### src/sv/blpps_pkg.sv
package blpps_pkg;

    localparam int CAPACITY_DEF   = 16;
    localparam int NAME_BYTES_DEF = 8;
    localparam int KEY_W          = 32;
    localparam int NAME_IN_W      = 64;

    localparam logic STATUS_OK   = 1'b0;
    localparam logic STATUS_FAIL = 1'b1;

    localparam logic signed [KEY_W-1:0] KEY_FAIL = -32'sd1;
    localparam logic signed [KEY_W-1:0] KEY_NONE = 32'sd0;

    typedef enum logic [1:0] {
        OP_APPEND     = 2'd0,
        OP_POP_BACK   = 2'd1,
        OP_POP_FRONT  = 2'd2,
        OP_SEARCH     = 2'd3
    } op_t;

    typedef enum logic [2:0] {
        ST_IDLE,
        ST_EXEC,
        ST_FETCH,
        ST_SCAN,
        ST_EMIT
    } state_t;

    typedef struct packed {
        op_t                     opcode;
        logic signed [KEY_W-1:0] key_in;
        logic [NAME_IN_W-1:0]    name_in;
    } req_t;

    typedef struct packed {
        logic                    status;
        logic signed [KEY_W-1:0] key_out;
        logic [NAME_IN_W-1:0]    name_out;
    } rsp_t;

endpackage

### src/sv/blpps_ram.sv
module blpps_ram #(
    parameter int WIDTH = 96,
    parameter int DEPTH = 16,
    parameter int AW    = (DEPTH > 1) ? $clog2(DEPTH) : 1
) (
    input  logic             clk,
    input  logic             we,
    input  logic [AW-1:0]    waddr,
    input  logic [WIDTH-1:0] wdata,
    input  logic [AW-1:0]    raddr,
    output logic [WIDTH-1:0] rdata
);

    logic [WIDTH-1:0] mem [DEPTH];

    always_ff @(posedge clk)
    begin
        if (we)
        begin
            mem[waddr] <= wdata;
        end
        rdata <= mem[raddr];
    end

endmodule

### src/sv/bounded_list_push_pop_search.sv
// Bounded ordered list kept as a ring buffer in one RAM with a registered read.
// An accepted request goes from execute to emit, through fetch for a successful removal
// and through a scan for a search, which compares one stored entry per cycle against a
// single shared comparator. One request is in flight at a time: a new request is taken
// only after emit has handed the last result on, and emit waits while the output is held.
// Reset (rst_n low, asynchronous) empties the list; RAM contents are not cleared.
module bounded_list_push_pop_search #(
    parameter int CAPACITY   = blpps_pkg::CAPACITY_DEF,
    parameter int NAME_BYTES = blpps_pkg::NAME_BYTES_DEF
) (
    input  logic            clk,
    input  logic            rst_n,
    input  logic            req_valid,
    output logic            req_stall,
    input  blpps_pkg::req_t req,
    output logic            rsp_valid,
    input  logic            rsp_stall,
    output blpps_pkg::rsp_t rsp
);

    localparam int AW     = (CAPACITY > 1) ? $clog2(CAPACITY) : 1;
    localparam int CW     = $clog2(CAPACITY + 1);
    localparam int SW     = CW + 1;
    localparam int NAME_W = NAME_BYTES * 8;
    localparam int RW     = blpps_pkg::KEY_W + NAME_W;

    blpps_pkg::state_t state_reg, state_next;
    blpps_pkg::op_t    op_reg, op_next;
    logic signed [blpps_pkg::KEY_W-1:0] key_reg, key_next;
    logic [NAME_W-1:0] name_reg, name_next;
    logic [AW-1:0]     head_reg, head_next;
    logic [CW-1:0]     count_reg, count_next;
    logic [CW-1:0]     idx_reg, idx_next;
    logic [AW-1:0]     ptr_reg, ptr_next;
    logic              pend_reg, pend_next;
    blpps_pkg::rsp_t   res_reg, res_next;
    blpps_pkg::rsp_t   rsp_reg, rsp_next;
    logic              rsp_valid_reg, rsp_valid_next;

    logic              ram_we;
    logic [AW-1:0]     ram_waddr;
    logic [RW-1:0]     ram_wdata;
    logic [AW-1:0]     ram_raddr;
    logic [RW-1:0]     ram_rdata;

    logic [blpps_pkg::NAME_IN_W-1:0] name_form;
    logic                            name_keep;
    logic [blpps_pkg::NAME_IN_W-1:0] rd_name_wide;
    logic [SW-1:0]     tail_sum;
    logic [SW-1:0]     last_sum;
    logic [AW-1:0]     tail_addr;
    logic [AW-1:0]     last_addr;
    logic              list_empty;
    logic              list_full;
    logic              name_hit;

    blpps_ram #(
        .WIDTH (RW),
        .DEPTH (CAPACITY),
        .AW    (AW)
    ) u_ram (
        .clk   (clk),
        .we    (ram_we),
        .waddr (ram_waddr),
        .wdata (ram_wdata),
        .raddr (ram_raddr),
        .rdata (ram_rdata)
    );

    // A name ends at its first zero byte and is cut to NAME_BYTES bytes.
    always_comb
    begin
        name_form = '0;
        name_keep = 1'b1;
        for (int i = 0; i < 8; i++)
        begin
            name_keep = name_keep && (req.name_in[8*i +: 8] != 8'd0) && (i < NAME_BYTES);
            if (name_keep)
            begin
                name_form[8*i +: 8] = req.name_in[8*i +: 8];
            end
        end
    end

    always_comb
    begin
        rd_name_wide             = '0;
        rd_name_wide[NAME_W-1:0] = ram_rdata[NAME_W-1:0];
    end

    // Ring positions of the slot after the last entry and of the last entry.
    always_comb
    begin
        tail_sum = SW'(head_reg) + SW'(count_reg);
        if (tail_sum >= SW'(CAPACITY))
        begin
            tail_sum = tail_sum - SW'(CAPACITY);
        end
        last_sum = SW'(head_reg) + SW'(count_reg) - SW'(1);
        if (last_sum >= SW'(CAPACITY))
        begin
            last_sum = last_sum - SW'(CAPACITY);
        end
        tail_addr = tail_sum[AW-1:0];
        last_addr = last_sum[AW-1:0];
    end

    assign list_empty = (count_reg == '0);
    assign list_full  = (count_reg == CW'(CAPACITY));
    assign name_hit   = (ram_rdata[NAME_W-1:0] == name_reg);

    always_comb
    begin
        state_next     = state_reg;
        op_next        = op_reg;
        key_next       = key_reg;
        name_next      = name_reg;
        head_next      = head_reg;
        count_next     = count_reg;
        idx_next       = idx_reg;
        ptr_next       = ptr_reg;
        pend_next      = pend_reg;
        res_next       = res_reg;
        rsp_next       = rsp_reg;
        rsp_valid_next = rsp_valid_reg;
        ram_we         = 1'b0;
        ram_waddr      = tail_addr;
        ram_wdata      = {key_reg, name_reg};
        ram_raddr      = ptr_reg;

        if (rsp_valid_reg && !rsp_stall)
        begin
            rsp_valid_next = 1'b0;
        end

        unique case (state_reg)
            blpps_pkg::ST_IDLE:
            begin
                if (req_valid)
                begin
                    op_next    = req.opcode;
                    key_next   = req.key_in;
                    name_next  = name_form[NAME_W-1:0];
                    state_next = blpps_pkg::ST_EXEC;
                end
            end
            blpps_pkg::ST_EXEC:
            begin
                res_next.status   = blpps_pkg::STATUS_FAIL;
                res_next.key_out  = blpps_pkg::KEY_FAIL;
                res_next.name_out = '0;
                state_next        = blpps_pkg::ST_EMIT;
                unique case (op_reg)
                    blpps_pkg::OP_APPEND:
                    begin
                        if (!list_full)
                        begin
                            ram_we           = 1'b1;
                            count_next       = count_reg + 1'b1;
                            res_next.status  = blpps_pkg::STATUS_OK;
                            res_next.key_out = blpps_pkg::KEY_NONE;
                        end
                    end
                    blpps_pkg::OP_POP_BACK:
                    begin
                        if (!list_empty)
                        begin
                            ram_raddr  = last_addr;
                            count_next = count_reg - 1'b1;
                            state_next = blpps_pkg::ST_FETCH;
                        end
                    end
                    blpps_pkg::OP_POP_FRONT:
                    begin
                        if (!list_empty)
                        begin
                            ram_raddr  = head_reg;
                            head_next  = (head_reg == AW'(CAPACITY - 1)) ? '0 : head_reg + 1'b1;
                            count_next = count_reg - 1'b1;
                            state_next = blpps_pkg::ST_FETCH;
                        end
                    end
                    blpps_pkg::OP_SEARCH:
                    begin
                        idx_next   = '0;
                        ptr_next   = head_reg;
                        pend_next  = 1'b0;
                        state_next = blpps_pkg::ST_SCAN;
                    end
                    default:
                    begin
                        state_next = blpps_pkg::ST_EMIT;
                    end
                endcase
            end
            blpps_pkg::ST_FETCH:
            begin
                res_next.status   = blpps_pkg::STATUS_OK;
                res_next.key_out  = $signed(ram_rdata[RW-1:NAME_W]);
                res_next.name_out = rd_name_wide;
                state_next        = blpps_pkg::ST_EMIT;
            end
            blpps_pkg::ST_SCAN:
            begin
                // One read is issued per cycle; its data is compared on the next one.
                if (pend_reg && name_hit)
                begin
                    res_next.status   = blpps_pkg::STATUS_OK;
                    res_next.key_out  = $signed(ram_rdata[RW-1:NAME_W]);
                    res_next.name_out = '0;
                    state_next        = blpps_pkg::ST_EMIT;
                end
                else if (idx_reg == count_reg)
                begin
                    res_next.status   = blpps_pkg::STATUS_FAIL;
                    res_next.key_out  = blpps_pkg::KEY_FAIL;
                    res_next.name_out = '0;
                    state_next        = blpps_pkg::ST_EMIT;
                end
                else
                begin
                    ram_raddr = ptr_reg;
                    idx_next  = idx_reg + 1'b1;
                    ptr_next  = (ptr_reg == AW'(CAPACITY - 1)) ? '0 : ptr_reg + 1'b1;
                    pend_next = 1'b1;
                end
            end
            blpps_pkg::ST_EMIT:
            begin
                if (!rsp_valid_reg || !rsp_stall)
                begin
                    rsp_next       = res_reg;
                    rsp_valid_next = 1'b1;
                    state_next     = blpps_pkg::ST_IDLE;
                end
            end
            default:
            begin
                state_next = blpps_pkg::ST_IDLE;
            end
        endcase
    end

    always_ff @(posedge clk or negedge rst_n)
    begin
        if (!rst_n)
        begin
            state_reg     <= blpps_pkg::ST_IDLE;
            head_reg      <= '0;
            count_reg     <= '0;
            idx_reg       <= '0;
            ptr_reg       <= '0;
            pend_reg      <= 1'b0;
            rsp_valid_reg <= 1'b0;
        end
        else
        begin
            state_reg     <= state_next;
            head_reg      <= head_next;
            count_reg     <= count_next;
            idx_reg       <= idx_next;
            ptr_reg       <= ptr_next;
            pend_reg      <= pend_next;
            rsp_valid_reg <= rsp_valid_next;
        end
    end

    always_ff @(posedge clk)
    begin
        op_reg   <= op_next;
        key_reg  <= key_next;
        name_reg <= name_next;
        res_reg  <= res_next;
        rsp_reg  <= rsp_next;
    end

    assign req_stall = (state_reg != blpps_pkg::ST_IDLE);
    assign rsp_valid = rsp_valid_reg;
    assign rsp       = rsp_reg;

`ifndef SYNTHESIS
    a_count_bound: assert property (@(posedge clk) disable iff (!rst_n)
        count_reg <= CW'(CAPACITY))
        else $error("entry count exceeds capacity");

    a_accept_exec: assert property (@(posedge clk) disable iff (!rst_n)
        req_valid && !req_stall |=> state_reg == blpps_pkg::ST_EXEC)
        else $error("accepted request did not start execution");

    a_append_count: assert property (@(posedge clk) disable iff (!rst_n)
        state_reg == blpps_pkg::ST_EXEC && op_reg == blpps_pkg::OP_APPEND && !list_full
        |=> count_reg == $past(count_reg) + 1'b1)
        else $error("successful append did not grow the list");

    a_scan_bound: assert property (@(posedge clk) disable iff (!rst_n)
        state_reg == blpps_pkg::ST_SCAN |-> idx_reg <= count_reg)
        else $error("search walked past the last entry");

    a_fail_payload: assert property (@(posedge clk) disable iff (!rst_n)
        rsp_valid && rsp.status == blpps_pkg::STATUS_FAIL
        |-> rsp.key_out == blpps_pkg::KEY_FAIL && rsp.name_out == '0)
        else $error("failed request carries a payload");
`endif

endmodule

### config.mk
export PLATFORM = sky130hd
export DESIGN_NAME = bounded_list_push_pop_search
export DESIGN_NICKNAME = d
export VERILOG_FILES = /design/src/sv/blpps_pkg.sv /design/src/sv/blpps_ram.sv /design/src/sv/bounded_list_push_pop_search.sv
export SDC_FILE = /design/constraint.sdc
export NUM_CORES = 2
export LEC_CHECK = 0
export BUFFER_PORTS_ARGS = -buffer_cell sky130_fd_sc_hd__buf_2
export CORE_MARGIN = 5
export CORE_UTILIZATION = 30
export DETAILED_ROUTE_END_ITERATION = 6
export MAX_ROUTING_LAYER = met4
export PLACE_DENSITY = 0.51
export SYNTH_ARGS = -nofsm -noshare
export SYNTH_HDL_FRONTEND = slang
export SYNTH_SLANG_ARGS = --single-unit
### constraint.sdc
create_clock -name clk -period 9.5 [get_ports clk]
set_input_delay 1.9 -clock clk [delete_from_list [all_inputs] [get_ports clk]]
set_output_delay 1.9 -clock clk [all_outputs]
set_load 0.005 [all_outputs]
## Word level (Yosys, flattened, before mapping)

Memories as Yosys holds them, arrays and structs flattened. A register that Yosys moved wholly into a read port is not among the register bits.
Cells that the tools add are included.

- Word-level logic and storage cells: 134
- Bits in registers: 315
- Memories: 1
- RAM bits: 1536
- Output and inout bits: 99
- Input bits: 102

- $add $sub $neg: 9
- Reductions and logical operators: 35
- Muxes and demuxes: 43
- Magnitude comparators: 2
- Bitwise logic cells: 1
- Equality and inequality tests: 20

Memory list:

| name | depth | width | rd ports | clocked after Yosys merged registers in | write ports | RTL line | text |
|---|---|---|---|---|---|---|---|
| u_ram.mem | 16 | 96 | 1 | 1 | 1 | blpps_ram.sv:14 | `logic [WIDTH-1:0] mem [DEPTH];` |

Operators by type and width:

| kind | count |
|---|---|
| one-hot mux 97 bit (3 select lines) | 1 |
| 2-to-1 mux 97 bit | 2 |
| 2-to-1 mux 33 bit | 2 |
| == test 64 bit | 1 |
| nonzero test 8 bit | 8 |
| 2-to-1 mux 4 bit | 10 |
| 2-to-1 mux 5 bit | 5 |
| one-hot mux 5 bit (2 select lines) | 2 |
| one-hot mux 4 bit (2 select lines) | 2 |
| 2-to-1 mux 3 bit | 5 |
| one-hot mux 3 bit (5 select lines) | 1 |
| >= comparator 6 x 5 -> 1 bit, second input constant | 2 |
| inequality test 2 bit, second input constant | 6 |
| 2-to-1 mux 1 bit | 11 |
| adder 5 x 1 -> 5 bit, second input constant | 2 |
| logical AND 1 bit | 9 |
| adder 4 x 1 -> 4 bit, second input constant | 2 |
| == test 4 bit, second input constant | 2 |
| AND reduction 4 bit | 2 |
| subtractor 4 x 1 -> 4 bit, second input constant | 2 |
| adder 4 x 5 -> 6 bit | 1 |
| == test 3 x 2 -> 1 bit, second input constant | 2 |
| one-hot mux 3 bit (2 select lines) | 1 |
| AND reduction 2 bit | 3 |
| 21 further kinds | 26 |

## Logic depth before layout (Yosys ltp)

- Depth after elaboration: 8
- Mapped depth: 14
- Mapped depth without buffers: 11

## Hierarchy

A second synthesis with hierarchy kept.

- Cell total of the unflattened synthesis: 3247
- Area, all modules: 71911.5 um^2

By module, submodules not included:

| module | cells each | seq. area each (um^2) | times used | area each (um^2) |
|---|---|---|---|---|
| blpps_ram | 2460 | 48046.1 | 1 | 59355.7 |
| bounded_list_push_pop_search | 787 | 9344.0 | 1 | 12555.8 |

## Worst setup path before layout

No wires, ideal clock.

- Path type: register to register
- Start point: register name_reg[34]
- End point: register res_reg[0] (netlist bit), enable pin
- Path slack: 199 ps
- Required time: 8828 ps
- Clock period less this slack: 9301 ps
- Stages on the path, launching flop included: 8
- Arrival: 8629 ps
- Buffers on the path: 0
- Setup time: 672 ps
- Path through: edfxtp_1 > nor2b_1 > a2111o_1 > a2111oi_0 > nand4_1 > nor4_4 > nor2_1 > nor3_1

- Longest elaborated chain between the ends: 4

RTL lines:

| element | RTL line | text |
|---|---|---|
| start, declared | bounded_list_push_pop_search.sv:30 | `logic [NAME_W-1:0] name_reg, name_next;` |
| start signal, assigned | bounded_list_push_pop_search.sv:272 | `name_reg <= name_next;` |
| == test 64 bit | bounded_list_push_pop_search.sv:110 | `assign name_hit = (ram_rdata[NAME_W-1:0] == name_reg);` |
| logical AND 1 bit | bounded_list_push_pop_search.sv:206 | `if (pend_reg && name_hit)` |
| inequality test 3 bit (no source line) | - |  |
| AND reduction 2 bit (no source line) | - |  |
| end signal, assigned | bounded_list_push_pop_search.sv:273 | `res_reg <= res_next;` |
| end, declared | bounded_list_push_pop_search.sv:36 | `blpps_pkg::rsp_t res_reg, res_next;` |

No other way between the ends.
A chain may end at the register's enable or synchronous reset.

## Worst setup path in the final report

- Start point: register count_reg[1]
- End point: register u_ram.rdata[2] (read register of u_ram.mem)

- Longest elaborated chain between the ends: 7
- Elaborated cells between the ends (all ways): 10
- Those cells by class: add/sub: 3; order compare: 1; mux: 5; reduce/logical: 1

RTL lines:

| element | RTL line | text |
|---|---|---|
| start, declared | bounded_list_push_pop_search.sv:32 | `logic [CW-1:0] count_reg, count_next;` |
| start signal, assigned | bounded_list_push_pop_search.sv:260 | `count_reg <= count_next;` |
| adder 4 x 5 -> 6 bit | bounded_list_push_pop_search.sv:99 | `last_sum = SW'(head_reg) + SW'(count_reg) - SW'(1);` |
| subtractor 6 x 1 -> 6 bit | bounded_list_push_pop_search.sv:99 |  |
| >= comparator 6 x 5 -> 1 bit or subtractor 4 x 1 -> 4 bit (tied branches) | bounded_list_push_pop_search.sv:100, bounded_list_push_pop_search.sv:102 |  |
| 2-to-1 mux 4 bit | bounded_list_push_pop_search.sv:100 | `if (last_sum >= SW'(CAPACITY))` |
| 2-to-1 mux 4 bit | bounded_list_push_pop_search.sv:166 | `if (!list_empty)` |
| one-hot mux 4 bit (2 select lines) * | bounded_list_push_pop_search.sv:153 | `unique case (op_reg)` |
| 2-to-1 mux 4 bit * | - |  |
| end, declared | blpps_ram.sv:11 | `output logic [WIDTH-1:0] rdata` |

Mark *: on every way between the ends. The rest lies on a longest branch, timed or not.

==> impl_metrics.toml <==
[critical_path]
r2r_slack_ns = 4.24
cp.required_ns = 10.21
cp_num_buf_inv = 2
crit_path_start_kind = "flip-flop"
path_cells = "or4_4, o31ai_4, or3_4, and2_4, buf_4, buf_4, nand3_1, a32oi_1, nand3_1"
crit_cells = 9
crit_type = "reg2reg"
cp_max_fo = 63
cp.arrival_ns = 5.97
slowest_delay_ns = 0.81
end_kind = "flip-flop"
reg2reg_from = "count_reg[1]"
path_delay_family = "simple AND/OR/NAND/NOR gates"
worst-r2r-cell-count = 9
cpMaxStageDelayCell = "buf_4"
r2r-end = "u_ram.rdata[2]"

[synthesis]
ys_async_sr_fraction_pct = 1.18
syn-num-nets = 4926
ys_seq_elements = 1947
syn_inst = 4803
synth_cell_types = 65
synth_area_sq_um = 74800
synth_edf_count = 1828
synth_top_flop_cell = "edfxtp_1"
avgSynthCellArea_sq_um = 15.6
yosys_warnings = 0
seq_area_frac_synth_pct = 76.8

[cts]
clock_latency_ns = 0.85
path_clk_slew_ns = 0.06
clock_sinks = 1947
cts_root_buffer = "clkbuf_16"
htreeDepth = 4
postCtsSetupRepairBufs = 0
clockBufferDepth = 3
cts_tree = "built"
cts_buffers = 197
ctsResizeCount = 0
cts_hold_buf = 0

[floorplan]
num_rows = 183
core_sq_um = 248000
io_pins = 201
die_y_um = 509
die_w_um = 509
start_util_pct = 30.1
dieArea_sq_um = 259000

[min_path]
min_to = "rsp[67]"
min_from = "res_reg[67]"
hold_path.class = "reg2reg"
whs_path_depth = 0

[power]
p_total_mw = 28.0
powerDensity_nw_per_um2 = 325
leakagePower_nw = 29.4
ir_drop_v = 0.000319

[global_routing]
grt_pass1_wl_mm = 311
grt_pass1_vias = 41700
grtUsageTotal_pct = 17.0
grt_max_degree = 179
antenna_found_initial = 16
gr-total-overflow = 0

[sta]
skew_ns = 0.0691
fmaxAchievable_mhz = 190
setup_viol = 0
min_period_over_period_pct = 55.3
min_period_ns = 5.26
tightest_slew_ns = 1.12
relSlewSlack_pct = 25.1
slew_viol_final = 0
rsz0062_at_grt = "no"
holdWs_ns = 0.395
hold_viol = 0
tns_ns = 0

[cells_and_area]
drive_gt1_share_pct = 12.0
fin_nets = 5079
fillCellCount = 23700
area_growth_pct = 15.1
largest_reg_flops = 1536

[run_status]
status = "finished, final reports clean"

[routing]
vias_per_cell = 5.07
wl_per_cell_um = 26.1
drc = 0
dr.pass1.iters = 5
postRouteAntennaNets = 0
drt-initial-drc-count = 4436
via_count = 42900
finalWirelength_mm = 221

[run]
drv_cap = 0

[place]
dp_hpwl_mm = 112
portBuffers = 200
place.gp.congestion = 0.782
[final cells by class]
type	instances	area [sq um]	area share (%)
Clock inverter	93	1080	1.25
Inverter	31	118	0.137
Multi-Input combinational cell	2498	16000	18.6
Clock buffer	273	5440	6.32
Timing Repair Buffer	281	1860	2.16
Antenna cell	11	27.5	0.0320
Tap cell	3330	4170	4.84
Sequential cell	1947	57400	66.7
[synthesized netlist by cell type (3+ instances only)]
| cell type | instances | area share (%) |
|---|---|---|
| buf_2 | 141 | 0.94 |
| nor2b_1 | 5 | 0.042 |
| buf_1 | 4 | 0.020 |
| nand2b_1 | 10 | 0.084 |
| o211ai_1 | 4 | 0.040 |
| o2bb2ai_1 | 4 | 0.047 |
| a21o_1 | 36 | 0.36 |
| buf_6 | 15 | 0.23 |
| nand2_1 | 512 | 2.6 |
| dfxtp_1 | 96 | 2.6 |
| mux2_2 | 5 | 0.075 |
| and3_1 | 258 | 2.2 |
| nor2_1 | 28 | 0.14 |
| edfxtp_1 | 1828 | 73 |
| a31oi_1 | 184 | 1.5 |
| xnor2_1 | 25 | 0.29 |
| a21oi_1 | 16 | 0.11 |
| dfrtp_1 | 23 | 0.77 |
| nand3_1 | 567 | 3.8 |
| o21ai_0 | 15 | 0.10 |
| and2_1 | 53 | 0.44 |
| mux2i_1 | 351 | 4.7 |
| nor3_1 | 5 | 0.033 |
| a32oi_1 | 35 | 0.41 |
| clkbuf_1 | 154 | 0.77 |
| nor4_1 | 24 | 0.20 |
| nor2_2 | 3 | 0.025 |
| nand4_1 | 131 | 1.1 |
| o22a_1 | 61 | 0.71 |
| o22ai_1 | 8 | 0.067 |
| xor2_1 | 36 | 0.42 |
| a22oi_1 | 65 | 0.65 |
| buf_4 | 13 | 0.13 |
| ha_1 | 19 | 0.32 |
| inv_1 | 31 | 0.16 |
[worst max path at each step]
| stage | endpoint | startpoint | slack (ns) |
|---|---|---|---|
| after global placement | u_ram.rdata[2] | count_reg[1] | 4.36 |
| after floorplan | res_reg[0] | name_reg[34] | 0.20 |
| after global routing | res_reg[86] | name_reg[62] | 4.00 |
| after CTS | u_ram.rdata[86] | count_reg[1] | 4.25 |
| after detailed placement | u_ram.rdata[2] | count_reg[1] | 4.27 |
| final | u_ram.rdata[2] | count_reg[1] | 4.24 |
[stage by stage]
step / utilization [%] / std cells / setup WS (ns) / instance area (sq um)
floorplan: - / 4803 / 0.199 / 74800
detailed placement: 32.0 / 8087 / 4.27 / 79500
global route: 34.6 / 8460 / 4.00 / 86100
global placement: 32.0 / 8087 / 4.36 / 79500
CTS: 34.6 / 8453 / 4.25 / 86000
finish: 34.6 / 8464 / 4.24 / 86100
[layer usage]
layer  track usage, %  vias to the layer above  part of all wire (%)
met3             3.22                      274                   6.5
li1                 -                    18900                     -
met5                -                        -                     0
met2             26.4                     1430                    47
met1             23.1                    22300                    44
met4             4.40                        0                   2.4
[cells in the final DEF (no fill, tap or decap), types with 25 or more instances in the layout]
cell type and n:
a21o_1 36, and2_1 50, a31oi_1 184, nand3_1 567, inv_1 30, and3_1 258
clkbuf_16 198, o22a_1 61, buf_4 61, nand2_1 510, a22oi_1 65, mux2i_1 351
clkinv_2 30, clkinv_1 29, edfxtp_1 1828, dfxtp_1 96, clkbuf_1 55, nand4_1 131
xnor2_1 25, xor2_1 36, buf_2 200, a32oi_1 35
[kinds of logic after synthesis]
logic type | synth area share [%]
and+or+nand+nor | 10.7
buffers and inverters | 2.25
DFF | 76.8
xor gates and xnor gates | 0.745
AOI/OAI and AO/OA | 4.36
adders and majority gates | 0.372
muxes | 4.77
[worst reg2reg max path: cells and delay by family, from the launching register on]
family                 cells  cell delay (ns)
and+or+nand+nor            5             2.20
AOI/OAI and AO/OA          2             0.77
buffers and inverters      2             1.71
DFF                        1             0.49
[power breakdown]
group	internal, mW	leakage (nW)	switching, mW
Combinational	2.71	8.57	5.85
Sequential	10.9	17.6	0.823
Clock	4.41	3.17	3.37
Note: power is estimated with default switching activity, not from simulation.
